$ cat src/hw/rtl/drs_pkg.sv
// Shared types and constants for the delimited record splitter.
// No dependencies; imported by every module of the block.
package drs_pkg;

    localparam int MAX_DELIM_DEF   = 8;
    localparam int OFFSET_BITS_DEF = 32;

    localparam int DELIM_W   = 64;
    localparam int DELIM_CHARS = 8;
    localparam int CHAR_W    = 8;
    localparam int LEN_BITS  = 4;
    localparam int OUT_W     = 32;
    localparam int CFG_IDX_W = 8;

    localparam logic [CFG_IDX_W-1:0] REG_DELIM_BYTES  = CFG_IDX_W'(0);
    localparam logic [CFG_IDX_W-1:0] REG_DELIM_LENGTH = CFG_IDX_W'(1);

    localparam logic [DELIM_W-1:0]  DELIM_RESET = DELIM_W'(10);
    localparam logic [LEN_BITS-1:0] LEN_RESET   = LEN_BITS'(1);

    typedef struct packed {
        logic advance;
        logic match;
        logic last;
    } step_t;

endpackage

$ cat src/hw/rtl/drs_cell.sv
// One window cell: holds one recent byte and compares the byte it takes in.
// Depends on drs_pkg.
module drs_cell
    import drs_pkg::*;
#(
    parameter int IDX = 0
)
(
    input  logic                clk,
    input  logic                rst_n,
    input  logic                advance,
    input  logic                clear,
    input  logic [CHAR_W-1:0]   din,
    input  logic [LEN_BITS-1:0] len,
    input  logic [DELIM_W-1:0]  delim,
    output logic [CHAR_W-1:0]   dout,
    output logic                hit
);

    localparam logic [LEN_BITS-1:0] POS = LEN_BITS'(IDX);

    logic [CHAR_W-1:0]   byte_reg;
    logic [CHAR_W-1:0]   byte_next;
    logic [LEN_BITS-1:0] sel;
    logic [CHAR_W-1:0]   want;

    always_comb
    begin
        sel  = len - LEN_BITS'(1) - POS;
        want = delim[sel[2:0]*CHAR_W +: CHAR_W];
        hit  = (len <= POS) || (din == want);
    end

    always_comb
    begin
        byte_next = byte_reg;
        if (advance)
        begin
            byte_next = clear ? '0 : din;
        end
    end

    always_ff @(posedge clk or negedge rst_n)
    begin
        if (!rst_n)
        begin
            byte_reg <= '0;
        end
        else
        begin
            byte_reg <= byte_next;
        end
    end

    assign dout = byte_reg;

endmodule

$ cat src/hw/rtl/drs_counter.sv
// Byte offset, record start and overflow tracking for one text.
// Depends on drs_pkg.
module drs_counter
    import drs_pkg::*;
#(
    parameter int OFFSET_BITS = OFFSET_BITS_DEF
)
(
    input  logic                   clk,
    input  logic                   rst_n,
    input  step_t                  step,
    input  logic [LEN_BITS-1:0]    len,
    output logic [OFFSET_BITS-1:0] rec_start,
    output logic [OFFSET_BITS-1:0] rec_stop,
    output logic                   rec_over
);

    localparam logic [OFFSET_BITS-1:0] OFFSET_MAX = '1;

    logic [OFFSET_BITS-1:0] offset_reg;
    logic [OFFSET_BITS-1:0] offset_next;
    logic [OFFSET_BITS-1:0] start_reg;
    logic [OFFSET_BITS-1:0] start_next;
    logic                   over_reg;
    logic                   over_next;
    logic [OFFSET_BITS-1:0] nxt;
    logic [OFFSET_BITS-1:0] len_w;
    logic                   sat;

    always_comb
    begin
        sat       = (offset_reg == OFFSET_MAX);
        nxt       = sat ? OFFSET_MAX : offset_reg + OFFSET_BITS'(1);
        len_w     = OFFSET_BITS'(len);
        rec_over  = over_reg | sat;
        rec_start = start_reg;
        if (step.match)
        begin
            rec_stop = (nxt >= len_w) ? nxt - len_w : '0;
        end
        else
        begin
            rec_stop = nxt;
        end
    end

    always_comb
    begin
        offset_next = offset_reg;
        start_next  = start_reg;
        over_next   = over_reg;
        if (step.advance)
        begin
            if (step.last)
            begin
                offset_next = '0;
                start_next  = '0;
                over_next   = 1'b0;
            end
            else
            begin
                offset_next = nxt;
                over_next   = rec_over;
                if (step.match)
                begin
                    start_next = nxt;
                end
            end
        end
    end

    always_ff @(posedge clk or negedge rst_n)
    begin
        if (!rst_n)
        begin
            offset_reg <= '0;
            start_reg  <= '0;
            over_reg   <= 1'b0;
        end
        else
        begin
            offset_reg <= offset_next;
            start_reg  <= start_next;
            over_reg   <= over_next;
        end
    end

endmodule

$ cat src/hw/rtl/delimited_record_splitter_core.sv
// Top level of the delimited record splitter: window cells, counters, output register.
// Depends on drs_pkg, drs_cell, drs_counter.
//
//  channel   direction  handshake                 payload
//  text      in         text_valid / text_stall   text_byte, is_last
//  record    out        record_valid / record_stall  record_start, record_length,
//                                                 is_last_record, offset_overflow
//  cfg       in         cfg_valid / cfg_ready     cfg_index, cfg_data
//
// One byte per cycle unless stalled; a record appears the cycle after its ending byte.
// The window compare and the offset update both finish in the accepting cycle.
// The output register lets a new byte in while a record waits, unless it is stalled.
// Reset clears window, counters and record_valid; the delimiter returns to line feed.
// Text stalls only while a record is held under record_stall.
module delimited_record_splitter_core
    import drs_pkg::*;
#(
    parameter int MAX_DELIM   = MAX_DELIM_DEF,
    parameter int OFFSET_BITS = OFFSET_BITS_DEF
)
(
    input  logic                 clk,
    input  logic                 rst_n,
    input  logic                 text_valid,
    output logic                 text_stall,
    input  logic [CHAR_W-1:0]    text_byte,
    input  logic                 is_last,
    output logic                 record_valid,
    input  logic                 record_stall,
    output logic [OUT_W-1:0]     record_start,
    output logic [OUT_W-1:0]     record_length,
    output logic                 is_last_record,
    output logic                 offset_overflow,
    input  logic                 cfg_valid,
    output logic                 cfg_ready,
    input  logic [CFG_IDX_W-1:0] cfg_index,
    input  logic [DELIM_W-1:0]   cfg_data
);

    localparam logic [LEN_BITS-1:0] LEN_MAX = LEN_BITS'(MAX_DELIM);

    logic [DELIM_W-1:0]     delim_reg;
    logic [DELIM_W-1:0]     delim_next;
    logic [LEN_BITS-1:0]    dlen_reg;
    logic [LEN_BITS-1:0]    dlen_next;
    logic [LEN_BITS-1:0]    since_reg;
    logic [LEN_BITS-1:0]    since_next;
    logic [LEN_BITS-1:0]    since_inc;
    logic [LEN_BITS-1:0]    len;
    logic                   advance;
    logic                   match;
    step_t                  step;
    logic [CHAR_W-1:0]      win [MAX_DELIM];
    logic [CHAR_W-1:0]      feed [MAX_DELIM];
    logic [MAX_DELIM-1:0]   hits;
    logic [OFFSET_BITS-1:0] rec_start;
    logic [OFFSET_BITS-1:0] rec_stop;
    logic                   rec_over;

    logic                   valid_reg;
    logic                   valid_next;
    logic [OFFSET_BITS-1:0] start_reg;
    logic [OFFSET_BITS-1:0] start_next;
    logic [OFFSET_BITS-1:0] stop_reg;
    logic [OFFSET_BITS-1:0] stop_next;
    logic                   last_reg;
    logic                   last_next;
    logic                   over_reg;
    logic                   over_next;
    logic [OFFSET_BITS-1:0] span;
    logic [OFFSET_BITS+OUT_W-1:0] start_ext;
    logic [OFFSET_BITS+OUT_W-1:0] span_ext;

    assign cfg_ready = 1'b1;

    always_comb
    begin
        delim_next = delim_reg;
        dlen_next  = dlen_reg;
        if (cfg_valid && cfg_ready)
        begin
            if (cfg_index == REG_DELIM_BYTES)
            begin
                delim_next = cfg_data;
            end
            else if (cfg_index == REG_DELIM_LENGTH)
            begin
                dlen_next = cfg_data[LEN_BITS-1:0];
            end
        end
    end

    always_comb
    begin
        priority if (dlen_reg == '0)
        begin
            len = LEN_BITS'(1);
        end
        else if (dlen_reg > LEN_MAX)
        begin
            len = LEN_MAX;
        end
        else
        begin
            len = dlen_reg;
        end
    end

    assign text_stall = valid_reg && record_stall;
    assign advance    = text_valid && !text_stall;

    genvar k;
    generate
        for (k = 0; k < MAX_DELIM; k++)
        begin : g_cell
            if (k == 0)
            begin : g_head
                assign feed[k] = text_byte;
            end
            else
            begin : g_link
                assign feed[k] = win[k-1];
            end
            drs_cell #(
                .IDX (k)
            ) u_cell (
                .clk     (clk),
                .rst_n   (rst_n),
                .advance (advance),
                .clear   (is_last),
                .din     (feed[k]),
                .len     (len),
                .delim   (delim_reg),
                .dout    (win[k]),
                .hit     (hits[k])
            );
        end
    endgenerate

    always_comb
    begin
        since_inc  = (since_reg < LEN_MAX) ? since_reg + LEN_BITS'(1) : since_reg;
        match      = (since_inc >= len) && (&hits);
        since_next = since_reg;
        if (advance)
        begin
            since_next = (is_last || match) ? '0 : since_inc;
        end
        step.advance = advance;
        step.match   = match;
        step.last    = is_last;
    end

    drs_counter #(
        .OFFSET_BITS (OFFSET_BITS)
    ) u_counter (
        .clk       (clk),
        .rst_n     (rst_n),
        .step      (step),
        .len       (len),
        .rec_start (rec_start),
        .rec_stop  (rec_stop),
        .rec_over  (rec_over)
    );

    always_comb
    begin
        valid_next = valid_reg && record_stall;
        start_next = start_reg;
        stop_next  = stop_reg;
        last_next  = last_reg;
        over_next  = over_reg;
        if (advance && (match || is_last))
        begin
            valid_next = 1'b1;
            start_next = rec_start;
            stop_next  = rec_stop;
            last_next  = is_last;
            over_next  = rec_over;
        end
    end

    always_ff @(posedge clk or negedge rst_n)
    begin
        if (!rst_n)
        begin
            delim_reg <= DELIM_RESET;
            dlen_reg  <= LEN_RESET;
            since_reg <= '0;
            valid_reg <= 1'b0;
        end
        else
        begin
            delim_reg <= delim_next;
            dlen_reg  <= dlen_next;
            since_reg <= since_next;
            valid_reg <= valid_next;
        end
    end

    always_ff @(posedge clk)
    begin
        start_reg <= start_next;
        stop_reg  <= stop_next;
        last_reg  <= last_next;
        over_reg  <= over_next;
    end

    always_comb
    begin
        span      = (stop_reg >= start_reg) ? stop_reg - start_reg : '0;
        start_ext = {{OUT_W{1'b0}}, start_reg};
        span_ext  = {{OUT_W{1'b0}}, span};
    end

    assign record_valid    = valid_reg;
    assign record_start    = start_ext[OUT_W-1:0];
    assign record_length   = span_ext[OUT_W-1:0];
    assign is_last_record  = last_reg;
    assign offset_overflow = over_reg;

endmodule

$ cat config.mk
export PLATFORM = sky130hd
export DESIGN_NAME = delimited_record_splitter_core
export DESIGN_NICKNAME = d
export VERILOG_FILES = /design/src/hw/rtl/drs_pkg.sv /design/src/hw/rtl/drs_cell.sv /design/src/hw/rtl/drs_counter.sv /design/src/hw/rtl/delimited_record_splitter_core.sv
export SDC_FILE = /design/constraint.sdc
export NUM_CORES = 1
export LEC_CHECK = 0
export CORE_MARGIN = 1.5
export CORE_UTILIZATION = 59
export CTS_CLUSTER_SIZE = 24
export DETAILED_ROUTE_END_ITERATION = 10
export DONT_BUFFER_PORTS = 1
export PLACE_DENSITY = 0.77
export SLEW_MARGIN = 20
export SYNTH_ARGS = -nofsm -noshare
export SYNTH_HDL_FRONTEND = slang
export SYNTH_SLANG_ARGS = --single-unit
$ cat constraint.sdc
create_clock -name clk -period 7.8 [get_ports clk]
set_clock_uncertainty 0.1 [all_clocks]
set_input_delay 0.78 -clock clk [delete_from_list [all_inputs] [get_ports clk]]
set_output_delay 0.78 -clock clk [all_outputs]
set_load 0.01 [all_outputs]
==> flow_metrics.tcl <==
set metrics [dict create \
    clkTransAtPathRegs_ns 0.06 \
    start_kind "flop" \
    total_power_mw 3.90 \
    synth_area_mm2 0.0171 \
    end_kind "flop" \
    num_vias 13400 \
    max_cap_viol_count 0 \
    antenna_found_initial 0 \
    p_int_mw 2.68 \
    period_needed_ns 6.49 \
    wl_mm 44.4 \
    cp.required_ns 7.92 \
    grt-ovfl-total 0 \
    crit_chain "inv_2 > nand2_1 > inv_1 > ha_1 > inv_1 > mux4_2 > xor2_1 > o2111ai_1 > o22a_1 > a2111oi_0 > nand4_1 > buf_4 > nand2b_1 > and2_2 > buf_4" \
    start_util_pct 59.8 \
    synth.area.mux_share_pct 16.2 \
    async_flop_share_pct 74.6 \
    gp_congestion 1.02 \
    core-area_mm2 0.0286 \
    crit_start "dlen_reg[3]$_DFFE_PN0P_" \
    max_freq_mhz 154 \
    cts_buffers 27 \
    drt_iter0_markers 1014 \
    max_slew_margin_pct 43.7 \
    ys_seq_elements 260 \
    layout.cells.non_filler 2101 \
    via_per_inst 6.37 \
    cts_tree "yes" \
    largest_reg_flops 64 \
    rr_startpoint "dlen_reg[3]$_DFFE_PN0P_" \
    yosys.area.top_type "dfrtp_1" \
    h-tree-depth 1 \
    path_class "reg2reg" \
    drt-wirelength-per-cell_um 21.1 \
    netlist_top_cells_area "dfrtp_1 28%, edfxtp_1 12%, mux4_2 6.3%" \
    grt_use_total_pct 29.5 \
    worst_ir_drop_vdd_v 0.000177 \
    seqPwrFrac_pct 42.3 \
    synth_top_family_by_area "simple AND/OR/NAND/NOR gates" \
    hold_viol_final 0 \
    clk-insertion-delay-late_ns 0.55 \
    grt_max_degree 194 \
    r2r_setup_slack_ns 1.31 \
    numClockSinks 260 \
    ys_warn_count 0 \
    firstDrtPassIters 7 \
    final_core_util_pct 64.0 \
    fp.dieH_um 173 \
    postCtsSetupBuffers 0 \
    synth_adder_area_share_pct 3.52 \
    nNetsFinal 1830 \
    final.setup.worst_slack_ns 1.31 \
    cts_root_buffer "clkbuf_16" \
    status "finished clean" \
    synth_nets 1881 \
    n_antenna_cell 0 \
    clkPwrFrac_pct 33.1 \
    finalSetupViolCount 0 \
    p_switching_mw 1.23 \
    synth-compound-area-share_pct 10.9 \
    grt_pass1_wl_mm 71.0 \
    place_inst 2048 \
    rows 62 \
    place_ws_ns 1.46 \
    critical_path.slowest_cell "dfrtp_1" \
    ys_seq_area_share_pct 39.9 \
    crit_fanout 35 \
    area_growth_pct 6.90 \
    combinationalPowerShare_pct 24.6 \
    max_stage_delay_ns 0.79 \
    die_x_um 173 \
    cts_max_path_buffers 3 \
    period_share_pct 83.2 \
    p_leak_nw 8.10 \
    num_io_pins 155 \
    slew_violations 0 \
    design.die.area_mm2 0.0301 \
    route.detailed.drc 0 \
    synth-xor-area-share_pct 5.83 \
    port_buffers 0 \
    r2r_end "record_start[13]$_DFFE_PP_" \
    rsz0062_at_grt "no" \
    netlist.area_leader.share_pct 27.9 \
    setup_tns_ns 0 \
    dpl.hpwl_mm 32.3 \
    yosys_most_used_dff "dfrtp_1" \
    synth_cells 1748 \
    power.density_cell_area_mw_per_mm2 213 \
    synth_edf_count 66 \
    synth_cell_types 79 \
    synth-simple-area-share_pct 19.2 \
    ant_nets 0 \
    avgSynthCellArea_um2 9.80 \
    hp-class "in2async" \
    p_sw_share_pct 31.4 \
    drive_gt1_share_pct 12.3 \
    worst_pin_slew_ns 0.845 \
    grt_pass1_vias 12900 \
    reg2reg_depth 15 \
    crit_arrival_ns 6.61 \
]
==> per-layer routing <==
metal | up-vias | part of all wire (%) | global-route usage, %
li1 | 6224 | - | -
met5 | - | 0 | 0
met1 | 6499 | 40 | 37.3
met2 | 525 | 50 | 51.4
met4 | 0 | 4.3 | 11.8
met3 | 129 | 5.7 | 3.55
==> cells in the mapped netlist (6+ instances only) <==
| cell type | n |
|---|---|
| xor2_1 | 46 |
| nand4_1 | 22 |
| a21o_1 | 23 |
| nand2_1 | 255 |
| nand3b_1 | 90 |
| a31oi_1 | 8 |
| nand2b_1 | 14 |
| o311ai_0 | 17 |
| or3_1 | 7 |
| buf_1 | 9 |
| nand3_1 | 56 |
| mux2i_1 | 86 |
| nor3_1 | 35 |
| and2_1 | 10 |
| o31ai_1 | 6 |
| xnor2_1 | 68 |
| a21oi_1 | 65 |
| mux4_2 | 48 |
| or4_1 | 8 |
| edfxtp_1 | 66 |
| mux2_2 | 72 |
| o211ai_1 | 17 |
| inv_1 | 81 |
| o22ai_1 | 6 |
| buf_2 | 15 |
| nor2_1 | 110 |
| a22oi_1 | 9 |
| nor4_1 | 11 |
| dfrtp_1 | 191 |
| clkbuf_1 | 70 |
| and3_1 | 6 |
| ha_1 | 45 |
| o21ai_0 | 57 |
| nor2b_1 | 10 |
==> what timing repair did <==
item,in CTS,in global routing
gates resized for setup,0,0
endpoints found under the hold margin,193,0
hold buffers,2,0
==> area by class of cell <==
class,count,area [um2]
Clock buffer,41,790
Clock inverter,8,101
Fill cell,2264,10300
Inverter,84,318
Multi-Input combinational cell,1302,9560
Sequential cell,260,6840
Tap cell,384,480
Timing Repair Buffer,22,215
==> power by group through the flow <==
stage | Clock, mW | Combinational [mW] | Sequential [mW]
after CTS | 1.31 | 0.949 | 1.65
after global routing | 1.37 | 1.06 | 1.66
after global placement | 0 | 0.903 | 1.67
after detailed placement | 0 | 0.921 | 1.67
final | 1.29 | 0.961 | 1.65
after floorplan | 0 | 0.753 | 1.63
==> placed cells by master, fill, tap and decap left out, drive strengths merged, types with 7 or more instances in the layout <==
master,instances
xor2,46
nand2,256
o21ai,60
o311ai,17
nor4,16
nor2b,10
mux2,72
a21oi,65
clkbuf,41
nor2,110
buf,21
nor3,35
nand4,22
dfrtp,191
mux4,48
xnor2,68
mux2i,87
a21o,23
a22oi,9
and2,11
nand3,56
edfxtp,66
or4,8
or3,7
ha,45
a31oi,8
nand3b,90
o211ai,17
nand2b,15
inv,83
==> worst max path at each step <==
stage | to | slack (ns)
floorplan | is_last_record$_DFFE_PP_ | 1.57
global placement | record_start[0]$_DFFE_PP_ | 1.60
CTS | record_start[13]$_DFFE_PP_ | 1.41
detailed placement | record_start[3]$_DFFE_PP_ | 1.46
global route | record_start[13]$_DFFE_PP_ | 0.93
finish | record_start[13]$_DFFE_PP_ | 1.31
==> logic make-up after synthesis <==
group / after synthesis
compound gates: 276
xor+xnor: 114
fa+ha+maj: 47
buf+inv: 186
flops: 260
mux: 207
other cells: 1
simple gates: 657
==> critical path, delay by kind of cell (launching register included) <==
family | cells | cell delay, ns
AND/OR/NAND/NOR | 4 | 1.75
flip-flops | 1 | 0.79
multiplexers | 1 | 0.51
buffers and inverters | 5 | 1.42
AO/OA/AOI/OAI | 3 | 0.66
XOR/XNOR | 1 | 0.15
adder cells (fa/ha/maj) | 1 | 0.75
==> stage by stage <==
stage	area, um2	hold WS [ns]
after floorplan	17100	0.339
after global placement	17300	0.352
after detailed placement	17300	0.363
after CTS	18300	0.226
after global routing	18300	0.00899
final	18300	0.00116
Note: power is estimated with default switching activity, not from simulation.
